### src/design/scm_pkg.sv
// ----------------------------------------------------------------------------
// scm_pkg: shared types and constants for the stereo crossfeed mixer
// Sample, coefficient and state widths, payload structs, register indexes and
// the command word passed from the sequencer to the datapath.
// ----------------------------------------------------------------------------
package scm_pkg;

    localparam int SAMPLE_BITS    = 24;
    localparam int COEF_FRAC_BITS = 22;
    localparam int STATE_BITS     = 48;

    localparam int REG_BITS       = 24;
    localparam int GAIN_FRAC_BITS = 23;
    localparam int NUM_REGS       = 8;
    localparam int CFG_IDX_W      = $clog2(NUM_REGS);

    // shared multiplier operand and product widths
    localparam int OPD_W  = ((SAMPLE_BITS > REG_BITS) ? SAMPLE_BITS : REG_BITS) + 1;
    localparam int PROD_W = 2 * OPD_W;
    // filter add/subtract width, before saturation to the state width
    localparam int SUM_W  = ((PROD_W > STATE_BITS) ? PROD_W : STATE_BITS) + 1;
    // mix accumulator width
    localparam int ACC_W  = PROD_W + 1;

    localparam logic [REG_BITS-1:0] GAIN_ONE = REG_BITS'(1) << GAIN_FRAC_BITS;

    // sequencer length: sixteen products plus the steps that drain them
    localparam int NUM_STEPS = 18;
    localparam int STEP_W    = $clog2(NUM_STEPS);

    // filter slots
    localparam logic [1:0] FILT_LP_A = 2'd0;   // lowpass of B into output A
    localparam logic [1:0] FILT_HP_A = 2'd1;   // highpass of A into output A
    localparam logic [1:0] FILT_LP_B = 2'd2;   // lowpass of A into output B
    localparam logic [1:0] FILT_HP_B = 2'd3;   // highpass of B into output B

    localparam logic CHAN_A = 1'b0;
    localparam logic CHAN_B = 1'b1;

    typedef enum logic [CFG_IDX_W-1:0] {
        CFG_LP_B0  = 3'd0,
        CFG_LP_B1  = 3'd1,
        CFG_LP_A1  = 3'd2,
        CFG_HP_B0  = 3'd3,
        CFG_HP_B1  = 3'd4,
        CFG_HP_A1  = 3'd5,
        CFG_GAIN_D = 3'd6,
        CFG_GAIN_C = 3'd7
    } cfg_idx_t;

    typedef enum logic [2:0] {
        CS_B0,
        CS_B1,
        CS_A1,
        CS_GD,
        CS_GC
    } coef_sel_t;

    typedef enum logic [1:0] {
        DS_X,
        DS_YS,
        DS_XMIX,
        DS_SUM
    } dat_sel_t;

    typedef enum logic [2:0] {
        PO_NONE,
        PO_Y,
        PO_HOLD,
        PO_ZUPD,
        PO_ACC_LOAD,
        PO_ACC_ADD
    } post_op_t;

    typedef struct packed {
        logic signed [SAMPLE_BITS-1:0] chan_a_in;
        logic signed [SAMPLE_BITS-1:0] chan_b_in;
        logic                          block_end;
    } in_item_t;

    typedef struct packed {
        logic signed [SAMPLE_BITS-1:0] chan_a_out;
        logic signed [SAMPLE_BITS-1:0] chan_b_out;
        logic                          block_end_out;
    } out_item_t;

    typedef struct packed {
        logic      in_load;
        coef_sel_t coef_sel;
        dat_sel_t  dat_sel;
        logic [1:0] mul_filt;
        logic      mix_chan;
        post_op_t  post_op;
        logic [1:0] post_filt;
        logic      round_en;
        logic [1:0] round_filt;
        logic      sum_en;
        logic      res_a_en;
        logic      out_load;
    } cmd_t;

endpackage

### src/design/stereo_crossfeed_mixer.sv
// ----------------------------------------------------------------------------
// stereo_crossfeed_mixer: first-order headphone crossfeed on stereo frames
// Output: the result is registered in the final schedule step, which waits
//   while a previous result is still pending. Frames are accepted only when
//   idle or in that final step; sixteen products share one 25x25 multiplier.
// Reset: synchronous active-low; clears filter state, loads register defaults
//   (unity direct gain, all else zero) and drops any pending result.
// ----------------------------------------------------------------------------
module stereo_crossfeed_mixer (
    input  logic                          aclk,
    input  logic                          aresetn,
    input  logic                          cfg_wr_en,
    input  logic [scm_pkg::CFG_IDX_W-1:0] cfg_index,
    input  logic [scm_pkg::REG_BITS-1:0]  cfg_wdata,
    input  logic                          s_valid,
    output logic                          s_ready,
    input  scm_pkg::in_item_t             s_data,
    output logic                          m_valid,
    input  logic                          m_ready,
    output scm_pkg::out_item_t            m_data
);

    scm_pkg::cmd_t cmd;

    scm_ctrl u_ctrl (
        .aclk    (aclk),
        .aresetn (aresetn),
        .s_valid (s_valid),
        .s_ready (s_ready),
        .m_valid (m_valid),
        .m_ready (m_ready),
        .cmd     (cmd)
    );

    scm_datapath u_datapath (
        .aclk      (aclk),
        .aresetn   (aresetn),
        .cfg_wr_en (cfg_wr_en),
        .cfg_index (cfg_index),
        .cfg_wdata (cfg_wdata),
        .s_data    (s_data),
        .cmd       (cmd),
        .m_data    (m_data)
    );

endmodule

### src/design/scm_ctrl.sv
// ----------------------------------------------------------------------------
// scm_ctrl: frame sequencer
// Runs the fixed eighteen-step schedule for one frame, drives the datapath
// command word and owns both handshakes.
// ----------------------------------------------------------------------------
module scm_ctrl (
    input  logic          aclk,
    input  logic          aresetn,
    input  logic          s_valid,
    output logic          s_ready,
    output logic          m_valid,
    input  logic          m_ready,
    output scm_pkg::cmd_t cmd
);

    typedef enum logic {
        ST_IDLE,
        ST_RUN
    } state_t;

    localparam logic [scm_pkg::STEP_W-1:0] LAST_STEP = scm_pkg::STEP_W'(scm_pkg::NUM_STEPS - 1);

    state_t                     state_reg, state_next;
    logic [scm_pkg::STEP_W-1:0] step_reg, step_next;
    logic                       m_valid_reg, m_valid_next;
    logic                       at_last;
    logic                       out_free;
    logic                       accept;
    scm_pkg::cmd_t              sched;

    assign at_last  = (state_reg == ST_RUN) && (step_reg == LAST_STEP);
    assign out_free = !m_valid_reg || m_ready;
    assign s_ready  = (state_reg == ST_IDLE) || (at_last && out_free);
    assign accept   = s_valid && s_ready;
    assign m_valid  = m_valid_reg;

    // schedule: one product issued per step up to step fifteen, its post-operation a step later
    always_comb begin
        sched            = '0;
        sched.coef_sel   = scm_pkg::CS_B0;
        sched.dat_sel    = scm_pkg::DS_X;
        sched.post_op    = scm_pkg::PO_NONE;
        case (step_reg)
            scm_pkg::STEP_W'(0): begin
                sched.mul_filt = scm_pkg::FILT_LP_A;
            end
            scm_pkg::STEP_W'(1): begin
                sched.mul_filt  = scm_pkg::FILT_HP_A;
                sched.post_op   = scm_pkg::PO_Y;
                sched.post_filt = scm_pkg::FILT_LP_A;
            end
            scm_pkg::STEP_W'(2): begin
                sched.mul_filt   = scm_pkg::FILT_LP_B;
                sched.post_op    = scm_pkg::PO_Y;
                sched.post_filt  = scm_pkg::FILT_HP_A;
                sched.round_en   = 1'b1;
                sched.round_filt = scm_pkg::FILT_LP_A;
            end
            scm_pkg::STEP_W'(3): begin
                sched.mul_filt   = scm_pkg::FILT_HP_B;
                sched.post_op    = scm_pkg::PO_Y;
                sched.post_filt  = scm_pkg::FILT_LP_B;
                sched.round_en   = 1'b1;
                sched.round_filt = scm_pkg::FILT_HP_A;
            end
            scm_pkg::STEP_W'(4): begin
                sched.coef_sel   = scm_pkg::CS_B1;
                sched.mul_filt   = scm_pkg::FILT_LP_A;
                sched.post_op    = scm_pkg::PO_Y;
                sched.post_filt  = scm_pkg::FILT_HP_B;
                sched.round_en   = 1'b1;
                sched.round_filt = scm_pkg::FILT_LP_B;
            end
            scm_pkg::STEP_W'(5): begin
                sched.coef_sel   = scm_pkg::CS_A1;
                sched.dat_sel    = scm_pkg::DS_YS;
                sched.mul_filt   = scm_pkg::FILT_LP_A;
                sched.post_op    = scm_pkg::PO_HOLD;
                sched.round_en   = 1'b1;
                sched.round_filt = scm_pkg::FILT_HP_B;
            end
            scm_pkg::STEP_W'(6): begin
                sched.coef_sel  = scm_pkg::CS_B1;
                sched.mul_filt  = scm_pkg::FILT_HP_A;
                sched.post_op   = scm_pkg::PO_ZUPD;
                sched.post_filt = scm_pkg::FILT_LP_A;
                sched.sum_en    = 1'b1;
            end
            scm_pkg::STEP_W'(7): begin
                sched.coef_sel = scm_pkg::CS_A1;
                sched.dat_sel  = scm_pkg::DS_YS;
                sched.mul_filt = scm_pkg::FILT_HP_A;
                sched.post_op  = scm_pkg::PO_HOLD;
            end
            scm_pkg::STEP_W'(8): begin
                sched.coef_sel  = scm_pkg::CS_B1;
                sched.mul_filt  = scm_pkg::FILT_LP_B;
                sched.post_op   = scm_pkg::PO_ZUPD;
                sched.post_filt = scm_pkg::FILT_HP_A;
            end
            scm_pkg::STEP_W'(9): begin
                sched.coef_sel = scm_pkg::CS_A1;
                sched.dat_sel  = scm_pkg::DS_YS;
                sched.mul_filt = scm_pkg::FILT_LP_B;
                sched.post_op  = scm_pkg::PO_HOLD;
            end
            scm_pkg::STEP_W'(10): begin
                sched.coef_sel  = scm_pkg::CS_B1;
                sched.mul_filt  = scm_pkg::FILT_HP_B;
                sched.post_op   = scm_pkg::PO_ZUPD;
                sched.post_filt = scm_pkg::FILT_LP_B;
            end
            scm_pkg::STEP_W'(11): begin
                sched.coef_sel = scm_pkg::CS_A1;
                sched.dat_sel  = scm_pkg::DS_YS;
                sched.mul_filt = scm_pkg::FILT_HP_B;
                sched.post_op  = scm_pkg::PO_HOLD;
            end
            scm_pkg::STEP_W'(12): begin
                sched.coef_sel  = scm_pkg::CS_GD;
                sched.dat_sel   = scm_pkg::DS_XMIX;
                sched.mix_chan  = scm_pkg::CHAN_A;
                sched.post_op   = scm_pkg::PO_ZUPD;
                sched.post_filt = scm_pkg::FILT_HP_B;
            end
            scm_pkg::STEP_W'(13): begin
                sched.coef_sel = scm_pkg::CS_GC;
                sched.dat_sel  = scm_pkg::DS_SUM;
                sched.mix_chan = scm_pkg::CHAN_A;
                sched.post_op  = scm_pkg::PO_ACC_LOAD;
            end
            scm_pkg::STEP_W'(14): begin
                sched.coef_sel = scm_pkg::CS_GD;
                sched.dat_sel  = scm_pkg::DS_XMIX;
                sched.mix_chan = scm_pkg::CHAN_B;
                sched.post_op  = scm_pkg::PO_ACC_ADD;
            end
            scm_pkg::STEP_W'(15): begin
                sched.coef_sel = scm_pkg::CS_GC;
                sched.dat_sel  = scm_pkg::DS_SUM;
                sched.mix_chan = scm_pkg::CHAN_B;
                sched.post_op  = scm_pkg::PO_ACC_LOAD;
                sched.res_a_en = 1'b1;
            end
            scm_pkg::STEP_W'(16): begin
                sched.post_op = scm_pkg::PO_ACC_ADD;
            end
            default: begin
            end
        endcase
    end

    always_comb begin
        cmd          = sched;
        cmd.in_load  = accept;
        cmd.out_load = at_last && out_free;
        if (state_reg != ST_RUN) begin
            cmd.post_op  = scm_pkg::PO_NONE;
            cmd.round_en = 1'b0;
            cmd.sum_en   = 1'b0;
            cmd.res_a_en = 1'b0;
        end
    end

    always_comb begin
        state_next   = state_reg;
        step_next    = step_reg;
        m_valid_next = m_valid_reg;
        if (m_ready) begin
            m_valid_next = 1'b0;
        end
        case (state_reg)
            ST_IDLE: begin
                if (accept) begin
                    state_next = ST_RUN;
                    step_next  = '0;
                end
            end
            ST_RUN: begin
                if (step_reg != LAST_STEP) begin
                    step_next = step_reg + 1'b1;
                end else if (out_free) begin
                    m_valid_next = 1'b1;
                    step_next    = '0;
                    state_next   = accept ? ST_RUN : ST_IDLE;
                end
            end
            default: begin
                state_next = ST_IDLE;
            end
        endcase
    end

    always_ff @(posedge aclk) begin
        if (!aresetn) begin
            state_reg   <= ST_IDLE;
            step_reg    <= '0;
            m_valid_reg <= 1'b0;
        end else begin
            state_reg   <= state_next;
            step_reg    <= step_next;
            m_valid_reg <= m_valid_next;
        end
    end

    a_accept_starts: assert property (@(posedge aclk) disable iff (!aresetn)
        (s_valid && s_ready) |=> (state_reg == ST_RUN && step_reg == '0))
        else $error("accepted frame did not start the schedule at step zero");

    a_step_advance: assert property (@(posedge aclk) disable iff (!aresetn)
        (state_reg == ST_RUN && step_reg != LAST_STEP)
            |=> (state_reg == ST_RUN && step_reg == scm_pkg::STEP_W'($past(step_reg) + 1'b1)))
        else $error("schedule step skipped or stalled mid-frame");

    a_result_from_last: assert property (@(posedge aclk) disable iff (!aresetn)
        (!$past(m_valid_reg) && m_valid_reg) |-> $past(at_last))
        else $error("result raised outside the final step");

    a_hold_on_stall: assert property (@(posedge aclk) disable iff (!aresetn)
        (at_last && m_valid_reg && !m_ready) |=> (at_last && m_valid_reg))
        else $error("final step left while the previous result was still pending");

endmodule

### src/design/scm_datapath.sv
// ----------------------------------------------------------------------------
// scm_datapath: filter and mix arithmetic
// Configuration registers, frame registers, one shared signed multiplier with
// registered product, filter state, saturating post-operations and the
// output register.
// ----------------------------------------------------------------------------
module scm_datapath (
    input  logic                            aclk,
    input  logic                            aresetn,
    input  logic                            cfg_wr_en,
    input  logic [scm_pkg::CFG_IDX_W-1:0]   cfg_index,
    input  logic [scm_pkg::REG_BITS-1:0]    cfg_wdata,
    input  scm_pkg::in_item_t               s_data,
    input  scm_pkg::cmd_t                   cmd,
    output scm_pkg::out_item_t              m_data
);

    localparam int SB     = scm_pkg::SAMPLE_BITS;
    localparam int RB     = scm_pkg::REG_BITS;
    localparam int OW     = scm_pkg::OPD_W;
    localparam int PW     = scm_pkg::PROD_W;
    localparam int SW     = scm_pkg::SUM_W;
    localparam int ZW     = scm_pkg::STATE_BITS;
    localparam int AW     = scm_pkg::ACC_W;
    localparam int RY_W   = ZW + 1;
    localparam int RM_W   = AW + 1;
    localparam int CF     = scm_pkg::COEF_FRAC_BITS;
    localparam int GF     = scm_pkg::GAIN_FRAC_BITS;

    localparam logic signed [ZW-1:0]   Z_MAX  = {1'b0, {(ZW-1){1'b1}}};
    localparam logic signed [ZW-1:0]   Z_MIN  = {1'b1, {(ZW-1){1'b0}}};
    localparam logic signed [SB-1:0]   S_MAX  = {1'b0, {(SB-1){1'b1}}};
    localparam logic signed [SB-1:0]   S_MIN  = {1'b1, {(SB-1){1'b0}}};
    localparam logic signed [RY_W-1:0] Y_HALF = RY_W'(1) << (CF - 1);
    localparam logic signed [RM_W-1:0] M_HALF = RM_W'(1) << (GF - 1);

    // configuration
    logic signed [RB-1:0] lp_b0_reg, lp_b1_reg, lp_a1_reg;
    logic signed [RB-1:0] hp_b0_reg, hp_b1_reg, hp_a1_reg;
    logic        [RB-1:0] gain_d_reg, gain_c_reg;

    // frame
    logic signed [SB-1:0] x_a_reg, x_b_reg;
    logic                 blk_end_reg;

    // working state
    logic signed [PW-1:0]   prod_reg;
    logic signed [PW-1:0]   hold_reg;
    logic signed [ZW-1:0]   y_reg;
    logic signed [ZW-1:0]   z_reg [4];
    logic signed [SB-1:0]   ys_reg [4];
    logic signed [SB:0]     sum_a_reg, sum_b_reg;
    logic signed [AW-1:0]   acc_reg;
    logic signed [SB-1:0]   res_a_reg;
    scm_pkg::out_item_t     out_reg;

    logic                 use_lp;
    logic signed [RB-1:0] coef_b0, coef_b1, coef_a1;
    logic signed [SB-1:0] x_filt;
    logic signed [OW-1:0] opd_a, opd_b;
    logic signed [SW-1:0] y_sum, z_diff;
    logic signed [ZW-1:0] y_sat, z_sat;
    logic signed [RY_W-1:0] y_rnd;
    logic signed [SB-1:0]   ys_sat;
    logic signed [RM_W-1:0] m_rnd;
    logic signed [SB-1:0]   mix_sat;

    // configuration writes
    always_ff @(posedge aclk) begin
        if (!aresetn) begin
            lp_b0_reg  <= '0;
            lp_b1_reg  <= '0;
            lp_a1_reg  <= '0;
            hp_b0_reg  <= '0;
            hp_b1_reg  <= '0;
            hp_a1_reg  <= '0;
            gain_d_reg <= scm_pkg::GAIN_ONE;
            gain_c_reg <= '0;
        end else if (cfg_wr_en) begin
            case (scm_pkg::cfg_idx_t'(cfg_index))
                scm_pkg::CFG_LP_B0:  lp_b0_reg  <= $signed(cfg_wdata);
                scm_pkg::CFG_LP_B1:  lp_b1_reg  <= $signed(cfg_wdata);
                scm_pkg::CFG_LP_A1:  lp_a1_reg  <= $signed(cfg_wdata);
                scm_pkg::CFG_HP_B0:  hp_b0_reg  <= $signed(cfg_wdata);
                scm_pkg::CFG_HP_B1:  hp_b1_reg  <= $signed(cfg_wdata);
                scm_pkg::CFG_HP_A1:  hp_a1_reg  <= $signed(cfg_wdata);
                scm_pkg::CFG_GAIN_D: gain_d_reg <= cfg_wdata;
                scm_pkg::CFG_GAIN_C: gain_c_reg <= cfg_wdata;
                default: begin
                end
            endcase
        end
    end

    always_ff @(posedge aclk) begin
        if (cmd.in_load) begin
            x_a_reg     <= s_data.chan_a_in;
            x_b_reg     <= s_data.chan_b_in;
            blk_end_reg <= s_data.block_end;
        end
    end

    // operand selection: lowpass slots are even, highpass slots odd
    assign use_lp  = !cmd.mul_filt[0];
    assign coef_b0 = use_lp ? lp_b0_reg : hp_b0_reg;
    assign coef_b1 = use_lp ? lp_b1_reg : hp_b1_reg;
    assign coef_a1 = use_lp ? lp_a1_reg : hp_a1_reg;
    // highpass A and lowpass B take A; lowpass A and highpass B take B
    assign x_filt  = (cmd.mul_filt[0] ^ cmd.mul_filt[1]) ? x_a_reg : x_b_reg;

    always_comb begin
        case (cmd.coef_sel)
            scm_pkg::CS_B0: opd_a = OW'(coef_b0);
            scm_pkg::CS_B1: opd_a = OW'(coef_b1);
            scm_pkg::CS_A1: opd_a = OW'(coef_a1);
            scm_pkg::CS_GD: opd_a = $signed(OW'(gain_d_reg));
            scm_pkg::CS_GC: opd_a = $signed(OW'(gain_c_reg));
            default:        opd_a = '0;
        endcase
    end

    always_comb begin
        case (cmd.dat_sel)
            scm_pkg::DS_X:    opd_b = OW'(x_filt);
            scm_pkg::DS_YS:   opd_b = OW'(ys_reg[cmd.mul_filt]);
            scm_pkg::DS_XMIX: opd_b = (cmd.mix_chan == scm_pkg::CHAN_B) ? OW'(x_b_reg)
                                                                         : OW'(x_a_reg);
            scm_pkg::DS_SUM:  opd_b = (cmd.mix_chan == scm_pkg::CHAN_B) ? OW'(sum_b_reg)
                                                                         : OW'(sum_a_reg);
            default:          opd_b = '0;
        endcase
    end

    always_ff @(posedge aclk) begin
        prod_reg <= opd_a * opd_b;
    end

    // y = b0*x + z, and z' = b1*x - a1*ys, both saturated to the state width
    assign y_sum  = SW'(prod_reg) + SW'(z_reg[cmd.post_filt]);
    assign z_diff = SW'(hold_reg) - SW'(prod_reg);

    always_comb begin
        if (&y_sum[SW-1:ZW-1] || ~|y_sum[SW-1:ZW-1]) begin
            y_sat = y_sum[ZW-1:0];
        end else begin
            y_sat = y_sum[SW-1] ? Z_MIN : Z_MAX;
        end
        if (&z_diff[SW-1:ZW-1] || ~|z_diff[SW-1:ZW-1]) begin
            z_sat = z_diff[ZW-1:0];
        end else begin
            z_sat = z_diff[SW-1] ? Z_MIN : Z_MAX;
        end
    end

    // filter output: round half up, drop the coefficient fraction, saturate
    assign y_rnd = (RY_W'(y_reg) + Y_HALF) >>> CF;

    always_comb begin
        if (&y_rnd[RY_W-1:SB-1] || ~|y_rnd[RY_W-1:SB-1]) begin
            ys_sat = y_rnd[SB-1:0];
        end else begin
            ys_sat = y_rnd[RY_W-1] ? S_MIN : S_MAX;
        end
    end

    // mix output: round half up, drop the gain fraction, saturate
    assign m_rnd = (RM_W'(acc_reg) + M_HALF) >>> GF;

    always_comb begin
        if (&m_rnd[RM_W-1:SB-1] || ~|m_rnd[RM_W-1:SB-1]) begin
            mix_sat = m_rnd[SB-1:0];
        end else begin
            mix_sat = m_rnd[RM_W-1] ? S_MIN : S_MAX;
        end
    end

    always_ff @(posedge aclk) begin
        if (!aresetn) begin
            for (int i = 0; i < 4; i++) begin
                z_reg[i] <= '0;
            end
        end else if (cmd.post_op == scm_pkg::PO_ZUPD) begin
            z_reg[cmd.post_filt] <= z_sat;
        end
    end

    always_ff @(posedge aclk) begin
        case (cmd.post_op)
            scm_pkg::PO_Y:        y_reg    <= y_sat;
            scm_pkg::PO_HOLD:     hold_reg <= prod_reg;
            scm_pkg::PO_ACC_LOAD: acc_reg  <= AW'(prod_reg);
            scm_pkg::PO_ACC_ADD:  acc_reg  <= acc_reg + AW'(prod_reg);
            default: begin
            end
        endcase
        if (cmd.round_en) begin
            ys_reg[cmd.round_filt] <= ys_sat;
        end
        if (cmd.sum_en) begin
            sum_a_reg <= (SB+1)'(ys_reg[scm_pkg::FILT_LP_A]) + (SB+1)'(ys_reg[scm_pkg::FILT_HP_A]);
            sum_b_reg <= (SB+1)'(ys_reg[scm_pkg::FILT_LP_B]) + (SB+1)'(ys_reg[scm_pkg::FILT_HP_B]);
        end
        if (cmd.res_a_en) begin
            res_a_reg <= mix_sat;
        end
        if (cmd.out_load) begin
            out_reg.chan_a_out    <= res_a_reg;
            out_reg.chan_b_out    <= mix_sat;
            out_reg.block_end_out <= blk_end_reg;
        end
    end

    assign m_data = out_reg;

endmodule
### config.mk
export PLATFORM = sky130hd
export DESIGN_NAME = stereo_crossfeed_mixer
export DESIGN_NICKNAME = d
export VERILOG_FILES = /design/src/design/scm_pkg.sv /design/src/design/stereo_crossfeed_mixer.sv /design/src/design/scm_ctrl.sv /design/src/design/scm_datapath.sv
export SDC_FILE = /design/constraint.sdc
export NUM_CORES = 2
export LEC_CHECK = 0
export ABC_AREA = 1
export BUFFER_PORTS_ARGS = -buffer_cell sky130_fd_sc_hd__buf_2
export CAP_MARGIN = 5
export CORE_UTILIZATION = 40
export CTS_BUF_LIST = sky130_fd_sc_hd__clkbuf_8
export DETAILED_ROUTE_END_ITERATION = 8
export GPL_TIMING_DRIVEN = 1
export PLACE_DENSITY = 0.58
export RECOVER_POWER = 25
export SYNTH_ARGS = -nofsm -noshare
export SYNTH_HDL_FRONTEND = slang
export SYNTH_SLANG_ARGS = --single-unit
### constraint.sdc
create_clock -name aclk -period 7.9 [get_ports aclk]
set_clock_uncertainty 0.1 [all_clocks]
set_input_delay 1.975 -clock aclk [delete_from_list [all_inputs] [get_ports aclk]]
set_output_delay 1.975 -clock aclk [all_outputs]
set_load 0.01 [all_outputs]
==> results.py <==
metrics = {
    "logic_synthesis": {
        "syn_avg_cell_area_um2": 8.44,
        "yosys.area.top_type": "edfxtp_1",
        "synth_cells": 8157,
        "syn_area_um2": 68900,
        "syn_nets": 9245,
        "synth-edff-count": 588,
        "synth_top_area_share": 0.256,
        "synth_seq_cells": 837,
        "yosys_most_used_dff": "edfxtp_1",
        "yosysWarnings": 0,
        "synth_cell_types": 61,
        "synth_seq_area_share": 0.329,
        "yosys-top-cells-area": "edfxtp_1 (26%), fa_1 (19%), dfxtp_1 (7.2%)",
        "ys_async_sr_fraction": 0,
    },
    "clock_network": {
        "cts_max_level": 4,
        "cts_tree": "built",
        "cts_hold_buf": 0,
        "cts_root_buf": "clkbuf_8",
        "cts_buffers": 146,
        "clk_latency_ns": 0.91,
        "clk_pin_slew_ns": 0.06,
        "cts.path.max_buffers": 3,
        "cts.sinks": 837,
    },
    "timing": {
        "tightest_slew_ns": 3.57,
        "max_slew_margin": -1.38,
        "finalHoldViolations": 0,
        "drv_slew": 307,
        "hold-worst-slack_ns": 0.303,
        "max_freq_mhz": 120,
        "grt_setup_unrepaired": "true",
        "setup_ws_ns": -0.466,
        "fin_crit_sh": 1.06,
        "layout_min_cycle_time_ns": 8.37,
        "setup_viol": 30,
    },
    "detailed_routing": {
        "routedWlPerCell_um": 21.9,
        "via_per_inst": 5.27,
        "drt_iter0_markers": 5279,
        "antenna_left": 0,
        "routed_wl_mm": 249,
        "drcViolationCount": 0,
        "dr.pass1.iters": 6,
        "dr_total_vias": 59800,
    },
    "final_layout": {
        "stdcell_count": 11300,
        "drive_above_1_share": 0.192,
        "largest_register_ff_count": 192,
        "fin_nets": 10000,
        "syn_to_final_growth_pct": 22.3,
    },
    "place": {
        "hpwl_mm": 190,
        "place_congestion": 1.00,
        "portBuffers": 131,
        "dp.cells": 10900,
    },
    "die": {
        "pin_count": 132,
        "core-area_um2": 170000,
        "rows": 151,
        "start_util": 0.405,
        "die_area_um2": 174000,
        "die_w_um": 417,
        "fp.dieH_um": 417,
    },
    "setup_path": {
        "worstPathMaxFanout": 14,
        "max_stage_delay_ns": 0.60,
        "critPathKind": "reg -> reg",
        "crit_path_top_delay_cell": "fa_1",
        "worst-endpoint-required_ns": 8.60,
        "worstPathArrival_ns": 9.06,
        "endpoint_kind": "flop",
        "cpMostUsedCell": "buf_6",
        "setup.worst_path.start_class": "flop",
    },
    "outcome": {
        "violations": "max-capacitance violations, max-slew violations, negative setup slack",
        "outcome": "finished, violations left",
    },
    "global_routing": {
        "grt_pass1_vias": 60600,
        "grt_pass1_wl_mm": 374,
        "antenna_found_initial": 5,
        "grt_max_degree": 122,
        "overflow": 0,
        "grt_usage": 0.285,
    },
    "min_path": {
        "min_path_type": "reg -> reg",
    },
    "job": {
        "drv_cap": 8,
    },
}
[cell families (layout without fill, tap and decap cells)]
group,Yosys count,count (layout),synth area share
AO/OA/AOI/OAI,1405,1405,0.114
multiplexers,3,3,0.000436
XOR/XNOR,234,234,0.0298
buffers and inverters,1677,2567,0.0952
adder cells (fa/ha/maj),1007,1007,0.255
AND/OR/NAND/NOR,2994,2995,0.177
flip-flops,837,837,0.329
other,0,5,0
[cell usage after synthesis, types with 113 or more instances]
master and number:
a21oi_1 428, buf_2 113, clkbuf_1 137, dfxtp_1 249, edfxtp_1 588, fa_1 662, ha_1 345, inv_1 1328
nand2_1 1259, nand3_1 236, nor2_1 1276, o21ai_0 574, xor2_1 152
[worst paths after layout]
kind,from,to,slack [ns],cells after the start
worst min-delay path,u_datapath.res_a_reg[10],u_datapath.m_data[35],0.30,0
worst max register to register,u_ctrl.step_reg[0],u_datapath.prod_reg[46],-0.47,42
worst max-delay path,u_ctrl.step_reg[0],u_datapath.prod_reg[46],-0.47,42
worst min register to register,u_datapath.res_a_reg[10],u_datapath.m_data[35],0.30,0
[cell type report]
| class | instances | area [um2] |
|---|---|---|
| flip-flops and latches | 837 | 22700 |
| multi-input cells | 5644 | 42300 |
| clock inverters | 106 | 726 |
| clock buffers | 152 | 2090 |
| well taps | 2295 | 2870 |
| inverters | 1367 | 5250 |
| diodes | 5 | 12.5 |
| repair buffers | 941 | 8340 |
| fillers | 16100 | 86000 |
| repair inverters | 1 | 7.51 |
[per-layer routing]
metal  wire length, um  global-route usage  vias up  share of wire
met1            105000               0.384    29300           0.42
li1                  -                   -    27800              -
met4             12800               0.126        0          0.051
met3             17900              0.0450      461          0.072
met2            113000               0.452     2243           0.45
met5                 0                   0        -              0
[placed cells by master, fill, tap and decap left out, drive strengths merged, types with 7 or more instances in the layout]
master | netlist | final
nand4 | 57 | 57
dfxtp | 249 | 249
a21o | 28 | 28
o221ai | 10 | 10
xnor2 | 82 | 82
a21oi | 430 | 430
ha | 345 | 345
o211ai | 36 | 36
clkbuf | 137 | 194
nand2 | 1287 | 1288
buf | 173 | 895
o22ai | 95 | 95
a21boi | 7 | 7
xor2 | 152 | 152
o32ai | 8 | 8
o21a | 32 | 32
nor2 | 1290 | 1290
nand3 | 242 | 242
o2111ai | 7 | 7
nor4 | 25 | 25
edfxtp | 588 | 588
inv | 1366 | 1408
clkinv | 1 | 50
fa | 662 | 662
nor3 | 48 | 48
o21bai | 21 | 21
a22oi | 47 | 47
clkinvlp | 0 | 10
or2 | 31 | 31
a31oi | 78 | 78
o21ai | 591 | 591
[worst max-delay path: cells and delay by family (launching register included)]
family          cells  cell delay, ns
buf+inv            17            1.84
compound gates      9            1.26
fa+ha+maj           9            4.09
xor+xnor            1            0.09
flops               1            0.36
simple gates        6            0.47
[stage by stage]
stage	setup slack, ns	TNS [ns]	utilization	area, um2
global route	-0.757	-18.86	0.495	84200
global placement	-0.980	-23.62	0.449	76500
CTS	-0.332	-5.70	0.490	83500
finish	-0.466	-9.17	0.495	84200
detailed placement	-1.12	-25.64	0.449	76500
floorplan	0.00537	0	-	68900
[timing repair]
action	4_1_cts	5_1_grt
gates cloned	11	2
endpoints found under the setup margin	37	38
gates resized for setup	707	158
pin swaps	237	112
hold endpoints to repair	0	0
setup buffers	151	34
Power is left out: the tool's default activity adds up to more than one toggle a clock period on the data nets, which glitch-free logic cannot reach.
